--- src/design/mfb_pkg.sv ---
// Shared types, constants and the 5x7 font for the monochrome text renderer.
// Used by mfb_front, mfb_queue, mfb_back and mono_framebuffer_text_renderer_core.
`default_nettype none

package mfb_pkg;

  localparam int STORE_DEPTH       = 1024;
  localparam int ADDR_W            = 10;
  localparam int COORD_W           = 8;
  localparam int PAGE_W            = 5;
  localparam int GLYPH_COLS        = 5;
  localparam int GLYPH_ROWS        = 7;
  localparam int COL_W             = 3;
  localparam int QUEUE_DEPTH       = 2;
  localparam int QPTR_W            = $clog2(QUEUE_DEPTH);
  localparam int QCNT_W            = $clog2(QUEUE_DEPTH + 1);
  localparam int DEF_SCREEN_WIDTH  = 128;
  localparam int DEF_SCREEN_HEIGHT = 64;

  localparam logic [1:0] CMD_CLEAR = 2'd0;
  localparam logic [1:0] CMD_PIXEL = 2'd1;
  localparam logic [1:0] CMD_CHAR  = 2'd2;
  localparam logic [1:0] CMD_READ  = 2'd3;

  localparam logic [7:0] CH_LOWER_A  = 8'h61;
  localparam logic [7:0] CH_LOWER_Z  = 8'h7A;
  localparam logic [7:0] CASE_OFFSET = 8'h20;

  typedef logic [GLYPH_COLS-1:0][GLYPH_ROWS-1:0] glyph_t;

  typedef struct packed {
    logic [1:0]            kind;
    logic [COORD_W-1:0]    x;
    logic [COORD_W-1:0]    y;
    glyph_t                glyph;
    logic [GLYPH_ROWS-1:0] row_en;
    logic [COL_W-1:0]      last_col;
    logic [ADDR_W-1:0]     read_addr;
  } queue_word_t;

  typedef struct packed {
    logic              full;
    logic              empty;
    logic [QCNT_W-1:0] count;
  } queue_stat_t;

  typedef struct packed {
    logic init_busy;
  } back_stat_t;

  function automatic glyph_t mk_glyph(input logic [6:0] c0, input logic [6:0] c1,
                                      input logic [6:0] c2, input logic [6:0] c3,
                                      input logic [6:0] c4);
    return {c4, c3, c2, c1, c0};
  endfunction

  function automatic glyph_t glyph_lookup(input logic [7:0] code);
    logic [7:0] folded;
    glyph_t     g;
    folded = code;
    if (code >= CH_LOWER_A && code <= CH_LOWER_Z) begin
      folded = code - CASE_OFFSET;
    end
    unique case (folded)
      8'h20: g = mk_glyph(7'd0, 7'd0, 7'd0, 7'd0, 7'd0);
      8'h2D: g = mk_glyph(7'd8, 7'd8, 7'd8, 7'd8, 7'd8);
      8'h2E: g = mk_glyph(7'd0, 7'd96, 7'd96, 7'd0, 7'd0);
      8'h3A: g = mk_glyph(7'd0, 7'd54, 7'd54, 7'd0, 7'd0);
      8'h2F: g = mk_glyph(7'd32, 7'd16, 7'd8, 7'd4, 7'd2);
      8'h25: g = mk_glyph(7'd35, 7'd19, 7'd8, 7'd100, 7'd98);
      8'h30: g = mk_glyph(7'd62, 7'd81, 7'd73, 7'd69, 7'd62);
      8'h31: g = mk_glyph(7'd0, 7'd66, 7'd127, 7'd64, 7'd0);
      8'h32: g = mk_glyph(7'd66, 7'd97, 7'd81, 7'd73, 7'd70);
      8'h33: g = mk_glyph(7'd33, 7'd65, 7'd69, 7'd75, 7'd49);
      8'h34: g = mk_glyph(7'd24, 7'd20, 7'd18, 7'd127, 7'd16);
      8'h35: g = mk_glyph(7'd39, 7'd69, 7'd69, 7'd69, 7'd57);
      8'h36: g = mk_glyph(7'd60, 7'd74, 7'd73, 7'd73, 7'd48);
      8'h37: g = mk_glyph(7'd1, 7'd113, 7'd9, 7'd5, 7'd3);
      8'h38: g = mk_glyph(7'd54, 7'd73, 7'd73, 7'd73, 7'd54);
      8'h39: g = mk_glyph(7'd6, 7'd73, 7'd73, 7'd41, 7'd30);
      8'h41: g = mk_glyph(7'd126, 7'd17, 7'd17, 7'd17, 7'd126);
      8'h42: g = mk_glyph(7'd127, 7'd73, 7'd73, 7'd73, 7'd54);
      8'h43: g = mk_glyph(7'd62, 7'd65, 7'd65, 7'd65, 7'd34);
      8'h44: g = mk_glyph(7'd127, 7'd65, 7'd65, 7'd34, 7'd28);
      8'h45: g = mk_glyph(7'd127, 7'd73, 7'd73, 7'd73, 7'd65);
      8'h46: g = mk_glyph(7'd127, 7'd9, 7'd9, 7'd9, 7'd1);
      8'h47: g = mk_glyph(7'd62, 7'd65, 7'd73, 7'd73, 7'd122);
      8'h48: g = mk_glyph(7'd127, 7'd8, 7'd8, 7'd8, 7'd127);
      8'h49: g = mk_glyph(7'd0, 7'd65, 7'd127, 7'd65, 7'd0);
      8'h4A: g = mk_glyph(7'd32, 7'd64, 7'd65, 7'd63, 7'd1);
      8'h4B: g = mk_glyph(7'd127, 7'd8, 7'd20, 7'd34, 7'd65);
      8'h4C: g = mk_glyph(7'd127, 7'd64, 7'd64, 7'd64, 7'd64);
      8'h4D: g = mk_glyph(7'd127, 7'd2, 7'd12, 7'd2, 7'd127);
      8'h4E: g = mk_glyph(7'd127, 7'd4, 7'd8, 7'd16, 7'd127);
      8'h4F: g = mk_glyph(7'd62, 7'd65, 7'd65, 7'd65, 7'd62);
      8'h50: g = mk_glyph(7'd127, 7'd9, 7'd9, 7'd9, 7'd6);
      8'h51: g = mk_glyph(7'd62, 7'd65, 7'd81, 7'd33, 7'd94);
      8'h52: g = mk_glyph(7'd127, 7'd9, 7'd25, 7'd41, 7'd70);
      8'h53: g = mk_glyph(7'd70, 7'd73, 7'd73, 7'd73, 7'd49);
      8'h54: g = mk_glyph(7'd1, 7'd1, 7'd127, 7'd1, 7'd1);
      8'h55: g = mk_glyph(7'd63, 7'd64, 7'd64, 7'd64, 7'd63);
      8'h56: g = mk_glyph(7'd31, 7'd32, 7'd64, 7'd32, 7'd31);
      8'h57: g = mk_glyph(7'd63, 7'd64, 7'd56, 7'd64, 7'd63);
      8'h58: g = mk_glyph(7'd99, 7'd20, 7'd8, 7'd20, 7'd99);
      8'h59: g = mk_glyph(7'd3, 7'd4, 7'd120, 7'd4, 7'd3);
      8'h5A: g = mk_glyph(7'd97, 7'd81, 7'd73, 7'd69, 7'd67);
      default: g = mk_glyph(7'd2, 7'd1, 7'd81, 7'd9, 7'd6);
    endcase
    return g;
  endfunction

endpackage

`default_nettype wire

--- src/design/mfb_front.sv ---
// Front end: accepts input words, decodes commands and looks up glyphs.
// Depends on mfb_pkg; feeds mfb_queue.
`default_nettype none

module mfb_front (
  input  logic                 in_valid,
  output logic                 in_ready,
  input  logic [1:0]           in_cmd,
  input  logic [7:0]           in_x,
  input  logic [7:0]           in_y,
  input  logic                 in_pixel_on,
  input  logic [7:0]           in_char_code,
  input  logic [9:0]           in_byte_index,
  input  mfb_pkg::queue_stat_t q_stat,
  input  mfb_pkg::back_stat_t  b_stat,
  output logic                 push,
  output mfb_pkg::queue_word_t push_word
);
  import mfb_pkg::*;

  glyph_t pix_glyph;

  assign in_ready = !q_stat.full && !b_stat.init_busy;
  assign push     = in_valid && in_ready;

  always_comb begin
    pix_glyph    = '0;
    pix_glyph[0] = {{(GLYPH_ROWS-1){1'b0}}, in_pixel_on};
  end

  always_comb begin
    push_word.kind      = in_cmd;
    push_word.x         = in_x;
    push_word.y         = in_y;
    push_word.read_addr = in_byte_index;
    if (in_cmd == CMD_CHAR) begin
      push_word.glyph    = glyph_lookup(in_char_code);
      push_word.row_en   = '1;
      push_word.last_col = COL_W'(GLYPH_COLS - 1);
    end else begin
      push_word.glyph    = pix_glyph;
      push_word.row_en   = GLYPH_ROWS'(1);
      push_word.last_col = '0;
    end
  end

endmodule

`default_nettype wire

--- config.mk ---
export PLATFORM = sky130hd
export DESIGN_NAME = mfb_front
export DESIGN_NICKNAME = d
export VERILOG_FILES = /design/src/design/mfb_pkg.sv /design/src/design/mfb_front.sv
export SDC_FILE = /design/constraint.sdc
export NUM_CORES = 1
export LEC_CHECK = 0
export ABC_AREA = 1
export BUFFER_PORTS_ARGS = -buffer_cell sky130_fd_sc_hd__buf_2
export CORE_AREA = 2 2 70 98
export DETAILED_ROUTE_END_ITERATION = 7
export DIE_AREA = 0 0 72 100
export GPL_ROUTABILITY_DRIVEN = 1
export PLACE_DENSITY = 0.74
export SETUP_SLACK_MARGIN = 0.1
export SLEW_MARGIN = 20
export SYNTH_ARGS = -nofsm -noshare
export SYNTH_HDL_FRONTEND = slang
export SYNTH_MEMORY_MAX_BITS = 65536
export SYNTH_SLANG_ARGS = --single-unit
--- constraint.sdc ---
create_clock -name vclk -period 8.1
set_clock_uncertainty 0.05 [all_clocks]
set_input_delay 2.43 -clock vclk [all_inputs]
set_output_delay 2.43 -clock vclk [all_outputs]
set_load 0.05 [all_outputs]
After elaboration in Yosys (flattened, before gate mapping)
Memory sizes are Yosys's and may differ from the RTL's.
Index checks and enable logic that the tools add are counted.
Cells by class
  add/sub/neg operators: 1
  $lt $le $gt $ge: 2
  equality and inequality tests: 1
  muxes and demuxes: 4
  reductions and logical operators: 5
Operator list (count)
  $mux W45: 1
  $mux W35: 1
  $mux W8: 2
  $ge A8 B7 Y1 const B: 1
  $le A8 B7 Y1 const B: 1
  $sub A8 B6 Y8 const B: 1
  $logic_and A1 B1 Y1: 3
  $eq A2 B2 Y1 const B: 1
  $logic_not A1 Y1: 2
Storage, ports and cells
  flip-flop bits (word level): 0
  bits in read-only memories: 4480
  input bits: 43
  output and inout port bits: 75
  logic and storage cells: 14
  memories kept: 1
Memory list
  (name not given): depth 128, width 35, read ports 1, clocked after Yosys merged registers in 0, wr ports 0, line mfb_pkg.sv:64  | unique case (folded)

Logic depth before layout (Yosys ltp)
An unclocked memory read counts as a cell.
  word-level depth: 7
  gate-level depth with buffers: 15
  depth with buffers taken out: 13

Worst setup path after synthesis
Ideal clock, no wire load.
  kind: input -> output
  start point: in in_cmd[1]
  end point: out push_word[46] in the netlist's numbering
  data arrival time: 4.643 ns
  required time: 5.620 ns
  slack: 0.977 ns
  stages on the path: 7
  path buffers: 1
  cells stage by stage: inv_1 > nor2_2 > inv_1 > nor3_4 > buf_4 > nand2_1 > nor2_1
RTL lines
  start: declaration: line mfb_front.sv:8  | input logic [1:0] in_cmd,
  end: declaration: line mfb_front.sv:17  | output mfb_pkg::queue_word_t push_word

==> flow_summary.json <==
{
  "outcome": "complete, no violations",
  "syn_area_per_cell_um2": 4.80,
  "n_antenna_cell": 0,
  "design.seq.count": 0,
  "ff_latch_area_um2": 0,
  "hpwlAfterDp_um": 7670,
  "critical_path_class": "input pin to output pin",
  "grt-ovfl-total": 0,
  "post_cts_resized": 0,
  "pre_cts_slack_ns": 0.575,
  "p_leak_nw": 1.60,
  "synthDominantCellAreaShare_pct": 27.4,
  "worstHoldEndpoint": "push_word[55]",
  "tns_ns": 0,
  "fin_crit_ns": 7.57,
  "rsz0062_at_grt": "false",
  "nClkBuffers": 0,
  "period_share_pct": 93.4,
  "maxSlewViolCount": 0,
  "dr.pass1.iters": 5,
  "grt.total_usage_pct": 27.3,
  "syn2layout_area_growth_pct": -0.678,
  "grt_pass1_wl_um": 15900,
  "power_density_mw_per_mm2": 72.3,
  "synth_cell_types": 31,
  "mostFrequentLayoutCell": "nand2_1",
  "cap_viol_max_count": 0,
  "die_h_um": 100,
  "layout_common_cells": "nand2_1 (202), nor2_1 (78), buf_2 (60)",
  "final-hold-violation-count": 0,
  "port_buffers": 60,
  "irDropWorstVdd_mv": 0.0254,
  "antenna_found_initial": 0,
  "cp-end-kind": "output pin",
  "yosysSeqAreaShare_pct": 0,
  "worstMarginPinSlew_ns": 0.683,
  "postCtsSetupRepairBufs": 0,
  "vias_per_cell": 5.70,
  "drive_gt1_share_pct": 15.0,
  "dieArea_mm2": 0.00720,
  "ioPinCount": 118,
  "drc_errors": 0,
  "grt_pass1_vias": 3192,
  "setup_ws_ns": 0.532,
  "syn-cell-area_mm2": 0.00277,
  "die_x_um": 72,
  "dr_total_vias": 3686,
  "synth.area.top_cells": "nand2_1 (27%), buf_4 (12%), nor2_1 (11%), nand3_1 (9.8%), o21ai_0 (6.5%)",
  "fmax_mhz": 132,
  "grt_max_degree": 52,
  "ant_nets": 0,
  "synth_cells": 576,
  "arrival_ns": 5.09,
  "fp-row-count": 35,
  "holdCritStartpoint": "in_y[0]",
  "hold_class": "input pin to output pin",
  "setup_viol": 0,
  "yosys_warnings": 0,
  "worstSetupStartpointType": "input pin",
  "start_util_pct": 43.0,
  "holdPathStages": 0,
  "slew_headroom_pct": 54.3,
  "drtIter0Drc": 621,
  "crit_required_ns": 5.62,
  "core-area_mm2": 0.00644,
  "holdBufCountCts": 0,
  "wl_per_cell_um": 15.4,
  "finalWeightedCongestion": 1.02,
  "crit_fanout": 51,
  "synth_top_cell_by_area": "nand2_1",
  "postRouteWirelength_um": 9990,
  "layout.nets": 630
}
per-layer routing:
layer | routed length [µm] | vias to the layer above | GRT usage [%]
li1 | - | 1801 | -
met4 | 593 | 0 | 13.4
met3 | 711 | 46 | 1.91
met2 | 4790 | 213 | 47.0
met5 | 0 | - | 0
met1 | 3890 | 1626 | 33.8
worst max-delay path by stage:
| stage | slack, ns | end | start | cells past startpoint |
|---|---|---|---|---|
| 2_1_floorplan | 0.98 | push_word[46] | in_cmd[1] | 7 |
| 4_1_cts | 0.57 | push_word[53] | in_char_code[0] | 13 |
| 6_report | 0.53 | push_word[36] | in_char_code[0] | 14 |
| 3_5_place_dp | 0.57 | push_word[53] | in_char_code[0] | 13 |
| 5_1_grt | 0.25 | push_word[53] | in_char_code[0] | 13 |
| 3_3_place_gp | 0.60 | push_word[22] | in_char_code[0] | 14 |
logic make-up after synthesis:
group                    share of synthesized area (%)
AO/OA/AOI/OAI                                     17.9
adder cells (fa/ha/maj)                           5.43
buffers and inverters                             23.2
other                                            0.271
AND/OR/NAND/NOR                                   53.2
Yosys cell counts:
master,instances
nand2_2,2
nor2_2,2
inv_1,38
buf_6,3
nand3_1,54
o21ai_0,36
nor3_1,1
nor3_2,1
a22oi_1,1
buf_1,1
nor3b_1,1
nor2_1,78
o21bai_1,1
a21oi_1,22
nand3_2,1
o22ai_1,2
inv_2,6
buf_4,44
nand4_1,2
nor2_4,3
conb_1,2
nand2_4,1
ha_1,12
clkbuf_1,10
nand4_2,1
nor3_4,1
a31oi_1,10
o21ai_1,23
nand3b_1,1
buf_2,14
nand2_1,202
critical path: stages:
cell,delay [ns]
buf_2,0.18
inv_1,0.19
ha_1,0.26
inv_1,0.09
nor2_4,0.14
nor2_1,0.08
nand2_1,0.12
nand3_2,0.26
nand2_4,0.52
inv_2,0.18
o21ai_1,0.17
nand2_1,0.09
nor2_1,0.08
buf_2,0.27
through the flow:
| step | cell area, µm² | power (mW) | std cells | utilization [%] | hold WS (ns) |
|---|---|---|---|---|---|
| finish | 2750 | 0.199 | 647 | 42.7 | 4.81 |
| floorplan | 2770 | 0.191 | 577 | - | 4.95 |
| global route | 2750 | 0.218 | 647 | 42.7 | 4.81 |
| CTS | 2750 | 0.195 | 647 | 42.7 | 4.81 |
| detailed placement | 2750 | 0.194 | 647 | 42.7 | 4.81 |
| global placement | 2750 | 0.194 | 647 | 42.7 | 4.81 |
power by group:
| part | leakage (nW) | internal [mW] | switching (mW) |
|---|---|---|---|
| clock | 0 | 0 | 0 |
| sequential | 0 | 0 | 0 |
| combinational | 1.60 | 0.0511 | 0.147 |
| total | 1.60 | 0.0511 | 0.147 |
final cells by class:
cell class         instances  area [µm²]
fillers                  802        3690
inverters                 44         165
multi-input cells        461        2130
well taps                 74        92.6
repair buffers            68         360
No activity file was read; power rests on OpenSTA's default activity.
