<file path="src/design/mfb_pkg.sv">
// Shared types, constants and the 5x7 font for the monochrome text renderer.
// Used by mfb_front, mfb_queue, mfb_back and mono_framebuffer_text_renderer_core.
`default_nettype none

package mfb_pkg;

  localparam int STORE_DEPTH       = 1024;
  localparam int ADDR_W            = 10;
  localparam int COORD_W           = 8;
  localparam int PAGE_W            = 5;
  localparam int GLYPH_COLS        = 5;
  localparam int GLYPH_ROWS        = 7;
  localparam int COL_W             = 3;
  localparam int QUEUE_DEPTH       = 2;
  localparam int QPTR_W            = $clog2(QUEUE_DEPTH);
  localparam int QCNT_W            = $clog2(QUEUE_DEPTH + 1);
  localparam int DEF_SCREEN_WIDTH  = 128;
  localparam int DEF_SCREEN_HEIGHT = 64;

  localparam logic [1:0] CMD_CLEAR = 2'd0;
  localparam logic [1:0] CMD_PIXEL = 2'd1;
  localparam logic [1:0] CMD_CHAR  = 2'd2;
  localparam logic [1:0] CMD_READ  = 2'd3;

  localparam logic [7:0] CH_LOWER_A  = 8'h61;
  localparam logic [7:0] CH_LOWER_Z  = 8'h7A;
  localparam logic [7:0] CASE_OFFSET = 8'h20;

  typedef logic [GLYPH_COLS-1:0][GLYPH_ROWS-1:0] glyph_t;

  typedef struct packed {
    logic [1:0]            kind;
    logic [COORD_W-1:0]    x;
    logic [COORD_W-1:0]    y;
    glyph_t                glyph;
    logic [GLYPH_ROWS-1:0] row_en;
    logic [COL_W-1:0]      last_col;
    logic [ADDR_W-1:0]     read_addr;
  } queue_word_t;

  typedef struct packed {
    logic              full;
    logic              empty;
    logic [QCNT_W-1:0] count;
  } queue_stat_t;

  typedef struct packed {
    logic init_busy;
  } back_stat_t;

  function automatic glyph_t mk_glyph(input logic [6:0] c0, input logic [6:0] c1,
                                      input logic [6:0] c2, input logic [6:0] c3,
                                      input logic [6:0] c4);
    return {c4, c3, c2, c1, c0};
  endfunction

  function automatic glyph_t glyph_lookup(input logic [7:0] code);
    logic [7:0] folded;
    glyph_t     g;
    folded = code;
    if (code >= CH_LOWER_A && code <= CH_LOWER_Z) begin
      folded = code - CASE_OFFSET;
    end
    unique case (folded)
      8'h20: g = mk_glyph(7'd0, 7'd0, 7'd0, 7'd0, 7'd0);
      8'h2D: g = mk_glyph(7'd8, 7'd8, 7'd8, 7'd8, 7'd8);
      8'h2E: g = mk_glyph(7'd0, 7'd96, 7'd96, 7'd0, 7'd0);
      8'h3A: g = mk_glyph(7'd0, 7'd54, 7'd54, 7'd0, 7'd0);
      8'h2F: g = mk_glyph(7'd32, 7'd16, 7'd8, 7'd4, 7'd2);
      8'h25: g = mk_glyph(7'd35, 7'd19, 7'd8, 7'd100, 7'd98);
      8'h30: g = mk_glyph(7'd62, 7'd81, 7'd73, 7'd69, 7'd62);
      8'h31: g = mk_glyph(7'd0, 7'd66, 7'd127, 7'd64, 7'd0);
      8'h32: g = mk_glyph(7'd66, 7'd97, 7'd81, 7'd73, 7'd70);
      8'h33: g = mk_glyph(7'd33, 7'd65, 7'd69, 7'd75, 7'd49);
      8'h34: g = mk_glyph(7'd24, 7'd20, 7'd18, 7'd127, 7'd16);
      8'h35: g = mk_glyph(7'd39, 7'd69, 7'd69, 7'd69, 7'd57);
      8'h36: g = mk_glyph(7'd60, 7'd74, 7'd73, 7'd73, 7'd48);
      8'h37: g = mk_glyph(7'd1, 7'd113, 7'd9, 7'd5, 7'd3);
      8'h38: g = mk_glyph(7'd54, 7'd73, 7'd73, 7'd73, 7'd54);
      8'h39: g = mk_glyph(7'd6, 7'd73, 7'd73, 7'd41, 7'd30);
      8'h41: g = mk_glyph(7'd126, 7'd17, 7'd17, 7'd17, 7'd126);
      8'h42: g = mk_glyph(7'd127, 7'd73, 7'd73, 7'd73, 7'd54);
      8'h43: g = mk_glyph(7'd62, 7'd65, 7'd65, 7'd65, 7'd34);
      8'h44: g = mk_glyph(7'd127, 7'd65, 7'd65, 7'd34, 7'd28);
      8'h45: g = mk_glyph(7'd127, 7'd73, 7'd73, 7'd73, 7'd65);
      8'h46: g = mk_glyph(7'd127, 7'd9, 7'd9, 7'd9, 7'd1);
      8'h47: g = mk_glyph(7'd62, 7'd65, 7'd73, 7'd73, 7'd122);
      8'h48: g = mk_glyph(7'd127, 7'd8, 7'd8, 7'd8, 7'd127);
      8'h49: g = mk_glyph(7'd0, 7'd65, 7'd127, 7'd65, 7'd0);
      8'h4A: g = mk_glyph(7'd32, 7'd64, 7'd65, 7'd63, 7'd1);
      8'h4B: g = mk_glyph(7'd127, 7'd8, 7'd20, 7'd34, 7'd65);
      8'h4C: g = mk_glyph(7'd127, 7'd64, 7'd64, 7'd64, 7'd64);
      8'h4D: g = mk_glyph(7'd127, 7'd2, 7'd12, 7'd2, 7'd127);
      8'h4E: g = mk_glyph(7'd127, 7'd4, 7'd8, 7'd16, 7'd127);
      8'h4F: g = mk_glyph(7'd62, 7'd65, 7'd65, 7'd65, 7'd62);
      8'h50: g = mk_glyph(7'd127, 7'd9, 7'd9, 7'd9, 7'd6);
      8'h51: g = mk_glyph(7'd62, 7'd65, 7'd81, 7'd33, 7'd94);
      8'h52: g = mk_glyph(7'd127, 7'd9, 7'd25, 7'd41, 7'd70);
      8'h53: g = mk_glyph(7'd70, 7'd73, 7'd73, 7'd73, 7'd49);
      8'h54: g = mk_glyph(7'd1, 7'd1, 7'd127, 7'd1, 7'd1);
      8'h55: g = mk_glyph(7'd63, 7'd64, 7'd64, 7'd64, 7'd63);
      8'h56: g = mk_glyph(7'd31, 7'd32, 7'd64, 7'd32, 7'd31);
      8'h57: g = mk_glyph(7'd63, 7'd64, 7'd56, 7'd64, 7'd63);
      8'h58: g = mk_glyph(7'd99, 7'd20, 7'd8, 7'd20, 7'd99);
      8'h59: g = mk_glyph(7'd3, 7'd4, 7'd120, 7'd4, 7'd3);
      8'h5A: g = mk_glyph(7'd97, 7'd81, 7'd73, 7'd69, 7'd67);
      default: g = mk_glyph(7'd2, 7'd1, 7'd81, 7'd9, 7'd6);
    endcase
    return g;
  endfunction

endpackage

`default_nettype wire

</file>
<file path="src/design/mfb_queue.sv">
// Short command queue between front end and store engine.
// Depends on mfb_pkg.
`default_nettype none

module mfb_queue (
  input  logic                 clk,
  input  logic                 rst_n,
  input  logic                 push,
  input  mfb_pkg::queue_word_t push_word,
  input  logic                 pop,
  output mfb_pkg::queue_word_t head_word,
  output mfb_pkg::queue_stat_t stat
);
  import mfb_pkg::*;

  queue_word_t       slot_r [QUEUE_DEPTH];
  logic [QPTR_W-1:0] wr_ptr_r, wr_ptr_nxt;
  logic [QPTR_W-1:0] rd_ptr_r, rd_ptr_nxt;
  logic [QCNT_W-1:0] count_r, count_nxt;

  function automatic logic [QPTR_W-1:0] ptr_inc(input logic [QPTR_W-1:0] p);
    return (p == QPTR_W'(QUEUE_DEPTH - 1)) ? '0 : p + QPTR_W'(1);
  endfunction

  always_comb begin
    wr_ptr_nxt = push ? ptr_inc(wr_ptr_r) : wr_ptr_r;
    rd_ptr_nxt = pop ? ptr_inc(rd_ptr_r) : rd_ptr_r;
    count_nxt  = count_r + QCNT_W'(push) - QCNT_W'(pop);
  end

  always_ff @(posedge clk) begin
    if (!rst_n) begin
      wr_ptr_r <= '0;
      rd_ptr_r <= '0;
      count_r  <= '0;
    end else begin
      wr_ptr_r <= wr_ptr_nxt;
      rd_ptr_r <= rd_ptr_nxt;
      count_r  <= count_nxt;
    end
  end

  always_ff @(posedge clk) begin
    if (push) begin
      slot_r[wr_ptr_r] <= push_word;
    end
  end

  assign head_word  = slot_r[rd_ptr_r];
  assign stat.full  = (count_r == QCNT_W'(QUEUE_DEPTH));
  assign stat.empty = (count_r == '0);
  assign stat.count = count_r;

endmodule

`default_nettype wire

</file>
<file path="config.mk">
export PLATFORM = sky130hd
export DESIGN_NAME = mfb_queue
export DESIGN_NICKNAME = d
export VERILOG_FILES = /design/src/design/mfb_pkg.sv /design/src/design/mfb_queue.sv
export SDC_FILE = /design/constraint.sdc
export NUM_CORES = 1
export LEC_CHECK = 0
export BUFFER_PORTS_ARGS = -buffer_cell sky130_fd_sc_hd__buf_2
export CORE_ASPECT_RATIO = 0.9
export CORE_UTILIZATION = 55
export CTS_BUF_LIST = sky130_fd_sc_hd__clkbuf_8 sky130_fd_sc_hd__clkbuf_16
export DETAILED_ROUTE_END_ITERATION = 10
export HOLD_SLACK_MARGIN = 0.03
export PLACE_DENSITY = 0.83
export SETUP_SLACK_MARGIN = 0.02
export SYNTH_ARGS = -nofsm -noshare
export SYNTH_HDL_FRONTEND = slang
export SYNTH_SLANG_ARGS = --single-unit
</file>
<file path="constraint.sdc">
create_clock -name clk -period 11.6 [get_ports clk]
set_input_delay 0.58 -clock clk [delete_from_list [all_inputs] [get_ports clk]]
set_output_delay 0.58 -clock clk [all_outputs]
set_load 0.05 [all_outputs]
</file>
---- After elaboration in Yosys (flattened, before gate mapping) ----
Memory sizes are Yosys's and may differ from the RTL's. A register that Yosys moved wholly into a read port is not among the register bits.
Index checks and enable logic that the tools add are counted.
storage, ports and cells
  output and inout port bits .............. 77
  memories kept ........................... 1
  RAM bits ................................ 146
  register bits ........................... 4
cells by class
  multiplexer cells ....................... 6
  reduce and logical (&&, ||, !) cells .... 1
  equal/unequal tests ..................... 1
  add/sub/neg operators ................... 4
memory list
  name    words  width  rd ports  clocked after memory_dff  write ports  line             text
  slot_r  2      73     1         1                         1            mfb_queue.sv:16  queue_word_t slot_r [QUEUE_DEPTH];
operators by type and width
  operator                                    number
  2-to-1 mux 1 bit                            6
  adder 1 bit, second input constant          2
  adder 2 x 1 -> 2 bit                        1
  equality test 2 bit, second input constant  1
  logical NOT 2 bit                           1
  subtractor 2 x 1 -> 2 bit                   1

---- Longest topological paths before layout ----
  depth in word-level cells ............... 4
  depth in mapped cells ................... 6
  gate-level depth less buffers ........... 6

---- Worst setup path before layout ----
OpenSTA, ideal clock, no wires.
  path kind ............................... input-to-reg
  start ................................... input port push
  end ..................................... memory slot_r[0][0] (netlist name), enable pin
  arrival time ............................ 3.810 ns
  setup slack ............................. 7.276 ns
  stages on the path ...................... 1
  required time ........................... 11.086 ns
  path through ............................ nor2b_1
between the ends
  longest elaborated chain between the ends .. 2
RTL lines
  element                                 line             text
  start, declared                         mfb_queue.sv:8   input logic push,
  2-to-1 mux 1 bit                        mfb_queue.sv:44  if (push) begin
  2-to-1 mux 1 bit (not written as such)  mfb_queue.sv:45  slot_r[wr_ptr_r] <= push_word;
  end, declared                           mfb_queue.sv:16
No other way between the ends.

==> summary.txt <==
Power and ir drop
  – P per Cell Area: 191.1 nW/um2
  – Leak: 0.002890 uW
  – Overall power: 1373 uW
  – Worst IR Drop VDD: 160.0 uV

Job
  – Max_cap viols: 0

Logic synthesis
  – Ranking of synthesized cells by area: edfxtp_1, mux2_4, buf_12
  – Post-synth net total: 327
  – Count leader, synth: edfxtp_1
  – Cell taking the most area after synthesis: edfxtp_1
  – Post-synth cell types: 14
  – Top-area cell type share of the netlist area: 75.00%
  – Yosys warning total: 0
  – Post-Syn Area per Cell: 23.57 um2
  – Post-synth top cells: edfxtp_1, mux2_4, buf_12, dfxtp_1
  – Gate Count Post-Synth: 248
  – EDFF count, synth: 146
  – Primary FF master, synth: edfxtp_1
  – Synthesis-stage register bit count: 151
  – Async set or reset register ratio after synthesis: 0%
  – Synth Cell Area: 5846 um2
  – Post-synthesis sequential area ratio: 76.71%

Layout
  – Diode count: 0
  – Area growth syn-to-layout: 22.95%
  – Finished Cell Area: 7187 um2
  – # nets final: 493
  – Share of cells above drive strength 1: 60.80%

Floorplan
  – Die area: 11050 um2
  – Area of the core: 10290 um2
  – Die Y-Extent: 99.81 um
  – I/O pins: 154
  – Cell Rows: 35
  – Die width: 110.7 um
  – Initial core utilization: 56.80%

Setup path
  – Reg2reg end: slot_r[0][50]
  – Critical path fanouts, max: 47
  – Reg2Reg Setup Slack: 9690 ps
  – Worst path top cell family by delay: buffers and inverters
  – R2r startpoint: wr_ptr_r
  – Worst stage delay on the critical path: 770 ps
  – CP Cell Sequence: buf_4 -> mux2_4 -> buf_2
  – Worst endpoint required time: 11020 ps
  – FF-to-FF path depth: 2
  – Worst Setup Start Kind: register
  – Critical path type: reg2out
  – Crit. End Element: output port
  – Worst path bufs/invs: 2
  – Critical Path AT: 2450 ps
  – Slowest cell on crit path: buf_4

Min path
  – Worst hold stages: 1
  – Hold path startpoint: push_word[44]
  – WHS Endpoint: slot_r[1][44]
  – Worst hold path class: in2reg

Timing
  – Clock period minus worst slack: 3033 ps
  – Setup-failing EPs final: 0
  – RSZ-0062 raised after global routing: false
  – Worst Tran Pin Value: 1029 ps
  – Fin crit share: 26.14%
  – Slew Viols, Final: 0
  – Final hold viol count: 0
  – Worst slew margin: 31.39%
  – Clock Skews: 6.646 ps
  – Fin Setup TNS: 0 ps
  – Peak Freq: 329.7 MHz

Placement
  – Gpl congestion: 0.6718
  – IO buf count: 153
  – Placed instance area: 6650 um2
  – Hpwl dp: 5836 um

Global route
  – Vias in the first global route: 2947
  – Number of antenna violations at the first check in global routing: 0
  – First-pass GRT wire length: 14480 um
  – GR Util All Layers: 17.73%
  – GRT overflow: 0
  – Largest net degree at the start of global routing: 74

Clock tree
  – Worst skew pair latency: 400 ps
  – Post-CTS sizing: 0
  – H-tree lvl count: 4
  – Cts hold-fix bufs: 0
  – Clk buf depth: 2
  – Total CTS buffers: 17
  – Clock Root Buffer: clkbuf_16
  – Clock transition at path regs: 60 ps
  – Postcts setup bufs: 0
  – CTS tree: yes
  – # clock sinks: 151

Detailed routing
  – Total Routed Length: 9328 um
  – DR WL/cell: 16.81 um
  – Residual DRC: 0
  – 1st-pass router iterations: 4
  – Post-route ant nets: 0
  – Via Count: 2815
  – Routed vias/inst: 5.072
  – DRT iter0 DRCs: 120

Run status
  – Outcome: finished, final reports clean
[layout make-up]
cell class | instances | area (um2)
clock inverter | 14 | 111.4
clock buffer | 17 | 425.4
multi-input combinational | 87 | 1212
timing repair buffer | 155 | 780.7
fill | 638 | 3104
tap | 129 | 161.4
inverter | 2 | 7.507
sequential | 151 | 4488
[registers in the layout (all words and copies together) (netlist names), named ones only]
register / cells
rd_ptr_r: 1
count_r: 2
wr_ptr_r: 1
slot_r: 146
[how the worst max path moves through the flow]
stage              from             to  slack, ps  depth (start not counted)
2_1_floorplan      push   slot_r[0][0]       7280                          1
3_3_place_gp   register  head_word[36]       8990                          3
3_5_place_dp   register  head_word[69]       8980                          3
4_1_cts        register  head_word[69]       8530                          3
5_1_grt        register  head_word[39]       8440                          3
6_report       register   head_word[3]       8570                          3
[cells by family (layout without fill, tap and decap cells)]
| logic type | after synthesis | after routing | synth area share, % |
|---|---|---|---|
| AOI/OAI and AO/OA | 1 | 1 | 0.1285 |
| and+or+nand+nor | 9 | 9 | 0.9202 |
| adders and majority gates | 2 | 2 | 0.4280 |
| buffers and inverters | 10 | 188 | 2.718 |
| xor gates and xnor gates | 2 | 2 | 0.5351 |
| muxes | 73 | 73 | 18.56 |
| DFF | 151 | 151 | 76.71 |
[layout by cell type (no fill, tap or decap)]
cell / Yosys / routed
clkbuf_16: 0 / 17
and2_1: 4 / 3
nor2b_1: 4 / 3
inv_6: 0 / 2
xnor3_1: 1 / 1
inv_1: 2 / 3
buf_4: 0 / 2
nor2_1: 1 / 1
dfxtp_4: 0 / 1
buf_2: 0 / 153
clkinv_1: 0 / 2
o21a_1: 1 / 1
and2_4: 0 / 1
nor2b_4: 0 / 1
ha_1: 2 / 2
mux2_4: 70 / 70
edfxtp_1: 146 / 146
bufinv_16: 0 / 1
dfxtp_1: 5 / 4
clkinvlp_4: 0 / 5
xor2_1: 1 / 1
mux2_2: 3 / 3
clkinv_2: 0 / 3
[per-stage QoR]
step / cells / utilization, % / worst slack (ps) / hold slack, ps
CTS: 555 / 69.84 / 8526 / 336.3
global route: 555 / 69.84 / 8443 / 336.8
detailed placement: 524 / 64.62 / 8975 / 564.0
floorplan: 248 / - / 7276 / 554.6
finish: 555 / 69.84 / 8567 / 358.0
global placement: 524 / 64.62 / 8986 / 560.8
[report_power, final]
part / leakage [uW] / internal [uW] / total, uW / switching [uW]
Clock: 0.000254 / 291 / 498 / 207
Combinational: 0.00122 / 77.2 / 230 / 153
Sequential: 0.00141 / 631 / 645 / 13.6
Total: 0.00289 / 999 / 1370 / 374
[layer usage]
layer  routed length [um]  track usage [%]
met1                 3759            20.03
met2                 4811            30.24
met3                  601            6.039
met4                  155            9.231
met5                    0                0
No activity file was read; power rests on OpenSTA's default activity.
